**src/rtl/pspr_pkg.sv**
```systemverilog
// shared constants and types for the pulsing sprite placement pipeline
package pspr_pkg;

  // phase divider: 48 restoring steps, DIV_STEPS per stage
  localparam int DIV_BITS   = 48;
  localparam int DIV_STEPS  = 4;
  localparam int DIV_STAGES = DIV_BITS / DIV_STEPS;

  // sine unit depth
  localparam int SINE_LAT = 5;

  // placement stages after the sines
  localparam int PLACE_LAT = 5;

  localparam int LAT = DIV_STAGES + SINE_LAT + PLACE_LAT;

  // q16 taylor coefficients of sin(pi/2 u)
  localparam logic [16:0] SIN_S1 = 17'd102944;
  localparam logic [16:0] SIN_S3 = 17'd42334;
  localparam logic [16:0] SIN_S5 = 17'd5223;
  localparam logic [8:0]  SIN_S7 = 9'd307;

  localparam logic [17:0] SIN_MAX = 18'd65536;

  typedef logic signed [17:0] sine_t;

endpackage

```
**src/rtl/pspr_phase_div.sv**
```systemverilog
// pipelined restoring divider giving the 16 bit pulse phase
module pspr_phase_div (
  input  logic        clk,
  input  logic        en,
  input  logic [31:0] time_ms,
  input  logic [15:0] pulse_period,
  output logic [15:0] phase
);
  import pspr_pkg::*;

  logic [47:0] dvd [0:DIV_STAGES];
  logic [15:0] rem [0:DIV_STAGES];
  logic [15:0] quo [0:DIV_STAGES];
  logic [15:0] per [0:DIV_STAGES];

  assign dvd[0] = {time_ms, 16'b0};
  assign rem[0] = '0;
  assign quo[0] = '0;
  assign per[0] = pulse_period;

  for (genvar g = 0; g < DIV_STAGES; g++) begin : g_stage
    logic [47:0] d_next;
    logic [15:0] r_next;
    logic [15:0] q_next;

    always_comb begin
      logic [16:0] t;
      d_next = dvd[g];
      r_next = rem[g];
      q_next = quo[g];
      t = '0;
      for (int k = 0; k < DIV_STEPS; k++) begin
        t = {r_next, d_next[47]};
        d_next = {d_next[46:0], 1'b0};
        if (t >= {1'b0, per[g]}) begin
          r_next = 16'(t - {1'b0, per[g]});
          q_next = {q_next[14:0], 1'b1};
        end else begin
          r_next = t[15:0];
          q_next = {q_next[14:0], 1'b0};
        end
      end
    end

    always_ff @(posedge clk) begin
      if (en) begin
        dvd[g+1] <= d_next;
        rem[g+1] <= r_next;
        quo[g+1] <= q_next;
        per[g+1] <= per[g];
      end
    end
  end

  // zero period means zero phase
  assign phase = (per[DIV_STAGES] == 16'd0) ? 16'd0 : quo[DIV_STAGES];

endmodule

```
**config.mk**
```make
export PLATFORM = sky130hd
export DESIGN_NAME = pspr_phase_div
export DESIGN_NICKNAME = d
export VERILOG_FILES = /design/src/rtl/pspr_pkg.sv /design/src/rtl/pspr_phase_div.sv
export SDC_FILE = /design/constraint.sdc
export NUM_CORES = 2
export LEC_CHECK = 0
export BUFFER_PORTS_ARGS = -buffer_cell sky130_fd_sc_hd__buf_2
export CELL_PAD_IN_SITES_DETAIL_PLACEMENT = 0
export CELL_PAD_IN_SITES_GLOBAL_PLACEMENT = 1
export CORE_MARGIN = 5
export CORE_UTILIZATION = 57
export CTS_BUF_LIST = sky130_fd_sc_hd__clkbuf_4 sky130_fd_sc_hd__clkbuf_8
export CTS_CLUSTER_SIZE = 25
export DETAILED_ROUTE_END_ITERATION = 7
export PLACE_DENSITY = 0.95
export SKIP_LAST_GASP = 1
export SYNTH_ARGS = -nofsm -noshare
export SYNTH_HDL_FRONTEND = slang
export SYNTH_SLANG_ARGS = --single-unit
```
**constraint.sdc**
```tcl
create_clock -name clk -period 23 [get_ports clk]
set_clock_uncertainty 0.15 [all_clocks]
set_input_delay 4.6 -clock clk [delete_from_list [all_inputs] [get_ports clk]]
set_output_delay 4.6 -clock clk [all_outputs]
set_load 0.02 [all_outputs]
```
==> metrics <==
status completed; WS Path Type in -> reg; Final Wtd Congestion 0.9229; worst slew pin tran 1.231 ns; worst relative slew slack 17.92%; starting density of the core 57.42%; die height 327.4 um; gr ovfl total 0; GRT Overall Usage 26.92%; Async SR Flop Fraction 0%; largest net degree at the start of global routing 180; Slowest cell on crit path a31oi_2; worst setup margin 7.787 ns; first-pass GRT wire length 238200 um; postcts setup bufs 0; Seq cells post-synth 520; Worst-Skew Late Latency 0.75 ns; Mapped Avg Cell Area 9.169 um^2; dpl ws 7.364 ns; 1st-iter DRT viols 3429; Max Clock Freq 65.73 MHz; RSZ-0062 raised after global routing no; cts hold-fix bufs 0; Placed Area 59200 um^2; final hold vios 0; Critical Path Source Type input pin; Synth cell types 101; Site Rows 116; number of synthesized flops with an enable pin 520; core area 100000 um^2; synthesis-to-layout area growth 6.550%; register area share after synthesis 27.19%; fin crit period 15.21 ns; most frequent cells in the layout 742 x ha_1, 520 x edfxtp_1, 490 x a21oi_1; Post-Syn Nets 7090; critical path peak fanout 16; vias in the first global route 46037; Setup TNS 0 ns; Port Buffer Count 65; CTS max path bufs 3; DP Wirelength 119100 um; Worst path max stage delay 0.85 ns; final-report max-slew violation count 0; nature of the critical path endpoint register; antenna viol nets, final 0; routed vias/inst 6.203; Vias 47874; Critical Path RT 23.30 ns; initial antenna violation count 1; # clock sinks 520; fill count 8626; Num CTS Buffers 93; Ys Warns 0; per-cell routed wire length 19.48 um; post-route cell area 61190 um^2; CTS clk-pin slew, worst paths 0.07 ns; arrival time worst endpoint 15.51 ns; CTS HTree Levels 3; ys flop type edfxtp_1; fin nets 7174; drt drc 0; period utilization 66.14%; die area 107200 um^2; Die W 327.4 um; HP Class reg -> reg; final wirelength 150300 um; CTS root buffer clkbuf_8; share of layout cells above drive strength 1 11.64%; setup violators final 0; post-CTS sizing 0; Max-Cap Viols 0; cell count after synthesis 6263; CTS tree done; num ports 66; most common cell after layout, fill and taps aside ha_1; TritonRoute pass-1 iters 6; Post-Syn Area 57430 um^2; final hold slack 0.2499 ns
path summary, 6_finish.rpt:
kind,to,slack (ns),depth (start not counted),from
setup / recovery,rem[185],7.79,42,time_ms[31]
hold reg to reg,quo[25],0.25,0,quo[37]
hold / removal,quo[25],0.25,0,quo[37]
setup reg to reg,rem[88],9.66,42,per[97]
routing by layer:
metal	up-vias	global-route usage, %	share of wire, %	wire (um)
met5	-	0	0.095	143
met4	2	11.13	4.3	6465
met3	332	2.723	4.3	6413
met2	1272	46.00	47	70670
met1	22596	35.05	44	66630
li1	23672	-	-	-
cells by family after synthesis:
family                   synth area share (%)
multiplexers                            9.138
buffers and inverters                   3.591
XOR/XNOR                                8.114
adder cells (fa/ha/maj)                 17.39
AO/OA/AOI/OAI                           20.83
AND/OR/NAND/NOR                         13.75
flip-flops                              27.19
registers in the layout (all words and copies together), names as in the netlist:
register	cells
rem	176
per	192
quo	40
dvd	112
synthesized netlist by cell type, types with 79 or more instances:
library cell,instances,area (um^2)
ha_1,742,9284
edfxtp_1,520,15610
a21oi_1,490,2452
nor2_1,448,1682
inv_1,426,1599
mux2_2,406,4572
o21ai_0,370,1852
nand2_1,352,1321
xnor2_1,341,2987
a21o_1,269,2019
xor2_1,191,1673
nor3_1,145,725.7
nor2b_1,113,706.9
o21a_1,112,840.8
nand4_1,102,638.1
nand3_1,97,485.5
nand2b_1,79,494.2
critical path, delay by kind of cell:
| family | cells | cell delay, ns |
|---|---|---|
| adders and majority gates | 5 | 1.35 |
| muxes | 3 | 1.19 |
| buffers and inverters | 5 | 0.65 |
| and+or+nand+nor | 6 | 1.17 |
| AOI/OAI and AO/OA | 23 | 6.55 |
through the flow:
stage | util [%] | std cells
2_1_floorplan | - | 6263
4_1_cts | 61.18 | 7716
3_5_place_dp | 59.20 | 7550
6_report | 61.19 | 7718
3_3_place_gp | 59.20 | 7550
5_1_grt | 61.18 | 7717
cell type report:
class                   instances  area (um^2)  area share [%]
inverters                     428         1607           2.626
flip-flops and latches        520        15620           25.52
diodes                          2        5.005        0.008180
multi-input cells            5209        39780           65.02
clock inverters                46        495.5          0.8098
repair buffers                 95        573.1          0.9366
well taps                    1298         1624           2.654
clock buffers                 120         1483           2.423
Power is left out: the tool's default activity adds up to more than one toggle a clock period on the data nets, which glitch-free logic cannot reach.
