--- src/rtl/pspr_pkg.sv ---
// shared constants and types for the pulsing sprite placement pipeline
package pspr_pkg;

  // phase divider: 48 restoring steps, DIV_STEPS per stage
  localparam int DIV_BITS   = 48;
  localparam int DIV_STEPS  = 4;
  localparam int DIV_STAGES = DIV_BITS / DIV_STEPS;

  // sine unit depth
  localparam int SINE_LAT = 5;

  // placement stages after the sines
  localparam int PLACE_LAT = 5;

  localparam int LAT = DIV_STAGES + SINE_LAT + PLACE_LAT;

  // q16 taylor coefficients of sin(pi/2 u)
  localparam logic [16:0] SIN_S1 = 17'd102944;
  localparam logic [16:0] SIN_S3 = 17'd42334;
  localparam logic [16:0] SIN_S5 = 17'd5223;
  localparam logic [8:0]  SIN_S7 = 9'd307;

  localparam logic [17:0] SIN_MAX = 18'd65536;

  typedef logic signed [17:0] sine_t;

endpackage

--- src/rtl/pspr_sine.sv ---
// pipelined q16 sine of a 16 bit angle, polynomial per quadrant
module pspr_sine (
  input  logic                  clk,
  input  logic                  en,
  input  logic [15:0]           ang,
  output pspr_pkg::sine_t       sine
);
  import pspr_pkg::*;

  logic [14:0] t;
  logic [16:0] u;
  logic [33:0] sq;

  assign t  = ang[14] ? 15'(15'd16384 - {1'b0, ang[13:0]}) : {1'b0, ang[13:0]};
  assign u  = {t, 2'b00};
  assign sq = u * u;

  // stage 1
  logic [16:0] u1, u2_1;
  logic        neg1;
  always_ff @(posedge clk) begin
    if (en) begin
      u1   <= u;
      u2_1 <= sq[32:16];
      neg1 <= ang[15];
    end
  end

  // stage 2
  logic [25:0] m7;
  logic [16:0] u_2, u2_2;
  logic [12:0] p5;
  logic        neg2;
  assign m7 = u2_1 * SIN_S7;
  always_ff @(posedge clk) begin
    if (en) begin
      u_2  <= u1;
      u2_2 <= u2_1;
      p5   <= 13'(SIN_S5 - {7'b0, m7[25:16]});
      neg2 <= neg1;
    end
  end

  // stage 3
  logic [29:0] m5;
  logic [16:0] u_3, u2_3;
  logic [15:0] p3;
  logic        neg3;
  assign m5 = u2_2 * p5;
  always_ff @(posedge clk) begin
    if (en) begin
      u_3  <= u_2;
      u2_3 <= u2_2;
      p3   <= 16'(SIN_S3 - {3'b0, m5[29:16]});
      neg3 <= neg2;
    end
  end

  // stage 4
  logic [32:0] m3;
  logic [16:0] u_4;
  logic [16:0] p1;
  logic        neg4;
  assign m3 = u2_3 * p3;
  always_ff @(posedge clk) begin
    if (en) begin
      u_4  <= u_3;
      p1   <= 17'(SIN_S1 - m3[32:16]);
      neg4 <= neg3;
    end
  end

  // stage 5: final product, cap and sign
  logic [33:0] m1;
  logic [17:0] mag;
  assign m1  = u_4 * p1;
  assign mag = (m1[33:16] > SIN_MAX) ? SIN_MAX : m1[33:16];
  always_ff @(posedge clk) begin
    if (en) begin
      sine <= neg4 ? -$signed(mag) : $signed(mag);
    end
  end

endmodule

--- config.mk ---
export PLATFORM = sky130hd
export DESIGN_NAME = pspr_sine
export DESIGN_NICKNAME = d
export VERILOG_FILES = /design/src/rtl/pspr_pkg.sv /design/src/rtl/pspr_sine.sv
export SDC_FILE = /design/constraint.sdc
export NUM_CORES = 2
export LEC_CHECK = 0
export BUFFER_PORTS_ARGS = -buffer_cell sky130_fd_sc_hd__clkbuf_2
export CAP_MARGIN = 30
export CORE_MARGIN = 2
export CORE_UTILIZATION = 40
export DETAILED_ROUTE_END_ITERATION = 8
export SYNTH_ARGS = -nofsm -noshare
export SYNTH_HDL_FRONTEND = slang
export SYNTH_SLANG_ARGS = --single-unit
export TNS_END_PERCENT = 1
--- constraint.sdc ---
create_clock -name clk -period 9.3 [get_ports clk]
set_input_delay 0.93 -clock clk [delete_from_list [all_inputs] [get_ports clk]]
set_output_delay 0.93 -clock clk [all_outputs]
set_load 0.01 [all_outputs]
==> summary by stage <==
Clock tree
For this design, the sink count on the clock tree is 177. At the later pin of the worst-skew pair, clock insertion delay measures 0.50 ns. The clock tree root buffer cell is sky130_fd_sc_hd__clkbuf_16. In this run the number of H-tree levels came out at 4. Counting the buffers created by CTS gives 17.

The hold buffer count at CTS is 0. TritonCTS built the clock tree. After clock tree synthesis, the clock-pin slew on the worst setup and hold paths is 0.09 ns. The longest clock path from root to sink contains 2 buffers.

Synthesis
The average instance in the mapped netlist occupies 9.65 µm². The number of cells produced by synthesis is 3913. The synthesized design spends more area on one cell type than any other, namely sky130_fd_sc_hd__fa_1. The register area share after synthesis is 0.141.

After synthesis, the cell types taking the most area are sky130_fd_sc_hd__fa_1 (38%), sky130_fd_sc_hd__ha_1 (14%), sky130_fd_sc_hd__edfxtp_1 (14%), sky130_fd_sc_hd__inv_1 (8.5%), sky130_fd_sc_hd__and2_1 (5.6%). Synthesis inferred 177 register bits. The fraction of registers with async set or reset after synthesis is 0. Counting flops with a built-in enable in the synthesized netlist gives 177.

By count the netlist is led by sky130_fd_sc_hd__inv_1 (851), sky130_fd_sc_hd__fa_1 (723), sky130_fd_sc_hd__nand2_1 (512), sky130_fd_sc_hd__ha_1 (431), sky130_fd_sc_hd__and2_1 (338). The predominant post-synthesis flop cell is sky130_fd_sc_hd__edfxtp_1. Of the post-synthesis cell area, the dominant cell type holds 0.383. The Yosys step of the flow raised 0 warnings. Yosys instantiated no cell more often than sky130_fd_sc_hd__inv_1. Yosys mapped the design onto 73 distinct sky130hd cell types.

The cell area after synthesis is 0.0378 mm².

Routing
The routed layout has 25.5k vias. The routed length per instance is 15.9 µm. Using the TritonRoute via totals, the vias-per-cell ratio works out to 4.93. Summed over all layers, the routed wires come to 82.4 mm. For this block, the initial DRC count from the detailed router was 1352. The count of nets left with antenna violations after detail routing is 0.

After detailed routing, the number of remaining DRC violations is 0. The total iterations of the first detailed-routing run is 5.

Floorplan
In this run the count of I/O pins placed on the die edge is 36. The die area is 0.0969 mm². The area of the core is 0.0935 mm². The floorplan has 112 rows.

The initial utilization of the core area, before any placement, comes to 0.404. The chip height is 311 µm. The floorplan step set the die width to 311 µm.

Setup path
The start of the worst register-to-register path is p1[13]. The type of element capturing the critical path is a flip-flop. STA classifies the critical path startpoint as a flip-flop. In this run the critical register-to-register path is captured at sine[14]. The number of cells on the worst reg-to-reg path is 28. The total buffers and inverters traversed by the critical path is 4. The data required time of the worst path is 9.56 ns. The kind of cell with the highest combined delay along the critical path is adder cells. The register-to-register setup slack is 0.58 ns. The slowest cell on the critical path is sky130_fd_sc_hd__edfxtp_1. Data arrives at the worst endpoint at 8.98 ns. The worst setup path is of the flip-flop to flip-flop kind.

The delay of the slowest cell on the worst path is 0.69 ns. By instance count, the cell type seen most on the critical path is sky130_fd_sc_hd__fa_1. Of all nets on the critical path, the largest fanout is 15.

Layout
The proportion of layout cells with a drive suffix above 1 is 0.0410. At the end of the flow, the number of nets in the layout was 5083. Compared with the post-synthesis result, the final layout area differs by 6.39%. The diode insertion count for antenna repair is 0.

Timing
The total setup violations reported at the end of the flow is 0. Setup repair after global routing left no endpoint under its margin. The total count of max-transition violations in the final report is 0.

The worst max-slew margin expressed relative to the limit is 0.453. The time the final worst path needs with I/O delays and setup is 8.72 ns. The worst-margin pin slew is 0.821 ns. The hold violation count in the final report is 0.

The clock skew after layout is 0.0271 ns. The final worst hold slack is 0.411 ns. The final-layout setup total negative slack is 0 ns.

The highest attainable clock frequency is 115 MHz. The final clock period utilization by the worst path is 0.937.

Place
The count of buffers added on input and output ports is 35. The detailed placement HPWL is 67.2 mm. The weighted congestion reported at the end of routability-driven placement is 0.828.

Hold path
The class of the tightest hold or removal check is flip-flop to flip-flop. The startpoint identified for the worst hold timing path is u_2[4]. The path with the worst hold slack has its endpoint at u_3[4].

The count of cells along the worst hold path is 0.

Global routing
The initial antenna violation count is 0. The number of global-route vias before repair was 27.4k. Across every metal layer, demand over resource in global routing totals 0.180. Summed over all layers, the global routing overflow is 0.

The first-pass GRT wire length is 142 mm. The pin count of the biggest net entering global routing is 67.

Job
The number of max-cap violations is 0.

Outcome
The run finished with clean final reports.
[sequential cells by signal, indices dropped and copies added, names as in the netlist]
name,flops
sine,18
p1,17
u2_1,17
u2_2,17
u2_3,17
p3,16
u1,15
u_2,15
u_3,15
u_4,15
p5,11
neg1,1
neg2,1
neg3,1
neg4,1
[worst max-delay path by stage]
stage                     startpoint       end  slack (ns)  cells past startpoint
final                         p1[13]  sine[14]        0.58                     28
after global routing          u_4[3]  sine[12]      0.0007                     28
after CTS                     u_4[2]  sine[14]        0.41                     28
after detailed placement      ang[0]  u2_1[13]        0.39                     29
after global placement        ang[0]  u2_1[13]        0.36                     29
after floorplan               ang[0]  u2_1[13]        0.85                     31
[cell usage in the layout, fill, tap and decap left out, types with 17 or more instances in the layout]
cell type                   netlist  routed
sky130_fd_sc_hd__nor3_1          23      23
sky130_fd_sc_hd__o21a_1          18      18
sky130_fd_sc_hd__clkbuf_2         0      34
sky130_fd_sc_hd__ha_1           431     431
sky130_fd_sc_hd__fa_1           723     723
sky130_fd_sc_hd__inv_1          851     851
sky130_fd_sc_hd__nor2_1         117     117
sky130_fd_sc_hd__nand2_1        512     512
sky130_fd_sc_hd__buf_4            0      69
sky130_fd_sc_hd__xnor2_1         84      84
sky130_fd_sc_hd__nand4_1         21      21
sky130_fd_sc_hd__edfxtp_1       177     177
sky130_fd_sc_hd__xor2_1          47      47
sky130_fd_sc_hd__o21ai_0         52      52
sky130_fd_sc_hd__clkbuf_16        0      17
sky130_fd_sc_hd__a21oi_1         87      87
sky130_fd_sc_hd__nand3_1         26      26
sky130_fd_sc_hd__and2_1         338     338
sky130_fd_sc_hd__a21o_1          37      37
sky130_fd_sc_hd__o21bai_1        18      18
[cell families (layout without fill, tap and decap cells)]
family          Yosys count  after routing  share of synthesized area
fa+ha+maj              1154           1154                      0.526
simple gates           1123           1123                      0.144
buf+inv                 994            996                     0.0990
compound gates          326            326                     0.0581
flops                   177            177                      0.141
xor+xnor                131            131                     0.0304
mux                       7              7                    0.00192
other cells               1             10                  0.0000993
[routing by layer]
| metal | share of wire | vias to the layer above | track usage |
|---|---|---|---|
| met1 | 0.46 | 13000 | 0.248 |
| met4 | 0.013 | 0 | 0.0352 |
| li1 | - | 12000 | - |
| met3 | 0.032 | 77 | 0.0178 |
| met5 | 0 | - | 0 |
| met2 | 0.49 | 444 | 0.311 |
[worst register-to-register path, delay by kind of cell, from the launching register on]
kind,cells,cell delay [ns]
AOI/OAI and AO/OA,6,1.81
xor gates and xnor gates,1,0.31
adders and majority gates,8,3.60
buffers and inverters,4,0.21
DFF,1,0.69
and+or+nand+nor,9,1.86
[final cells by class]
| class | count | area [µm²] |
|---|---|---|
| Tap cell | 1254 | 1570 |
| Clock buffer | 18 | 429 |
| Clock inverter | 14 | 193 |
| Timing Repair Buffer | 105 | 704 |
| Multi-Input combinational cell | 2751 | 28800 |
| Sequential cell | 177 | 5320 |
| Fill cell | 9077 | 53300 |
| Inverter | 859 | 3220 |
[timing repair]
item,CTS,global route
gates resized for setup,0,1
buffers inserted,0,24
endpoints found under the setup margin,0,4
[stage by stage]
stage	std cells	utilization	setup WS (ns)	cell area, µm²
2_1_floorplan	3922	-	0.846	37800
3_3_place_gp	5122	0.421	0.360	39400
3_5_place_dp	5122	0.421	0.388	39400
4_1_cts	5154	0.428	0.409	40000
5_1_grt	5178	0.430	0.000695	40200
6_report	5178	0.430	0.585	40200
Power is left out: the tool's default activity adds up to more than one toggle a clock period on the data nets, which glitch-free logic cannot reach.
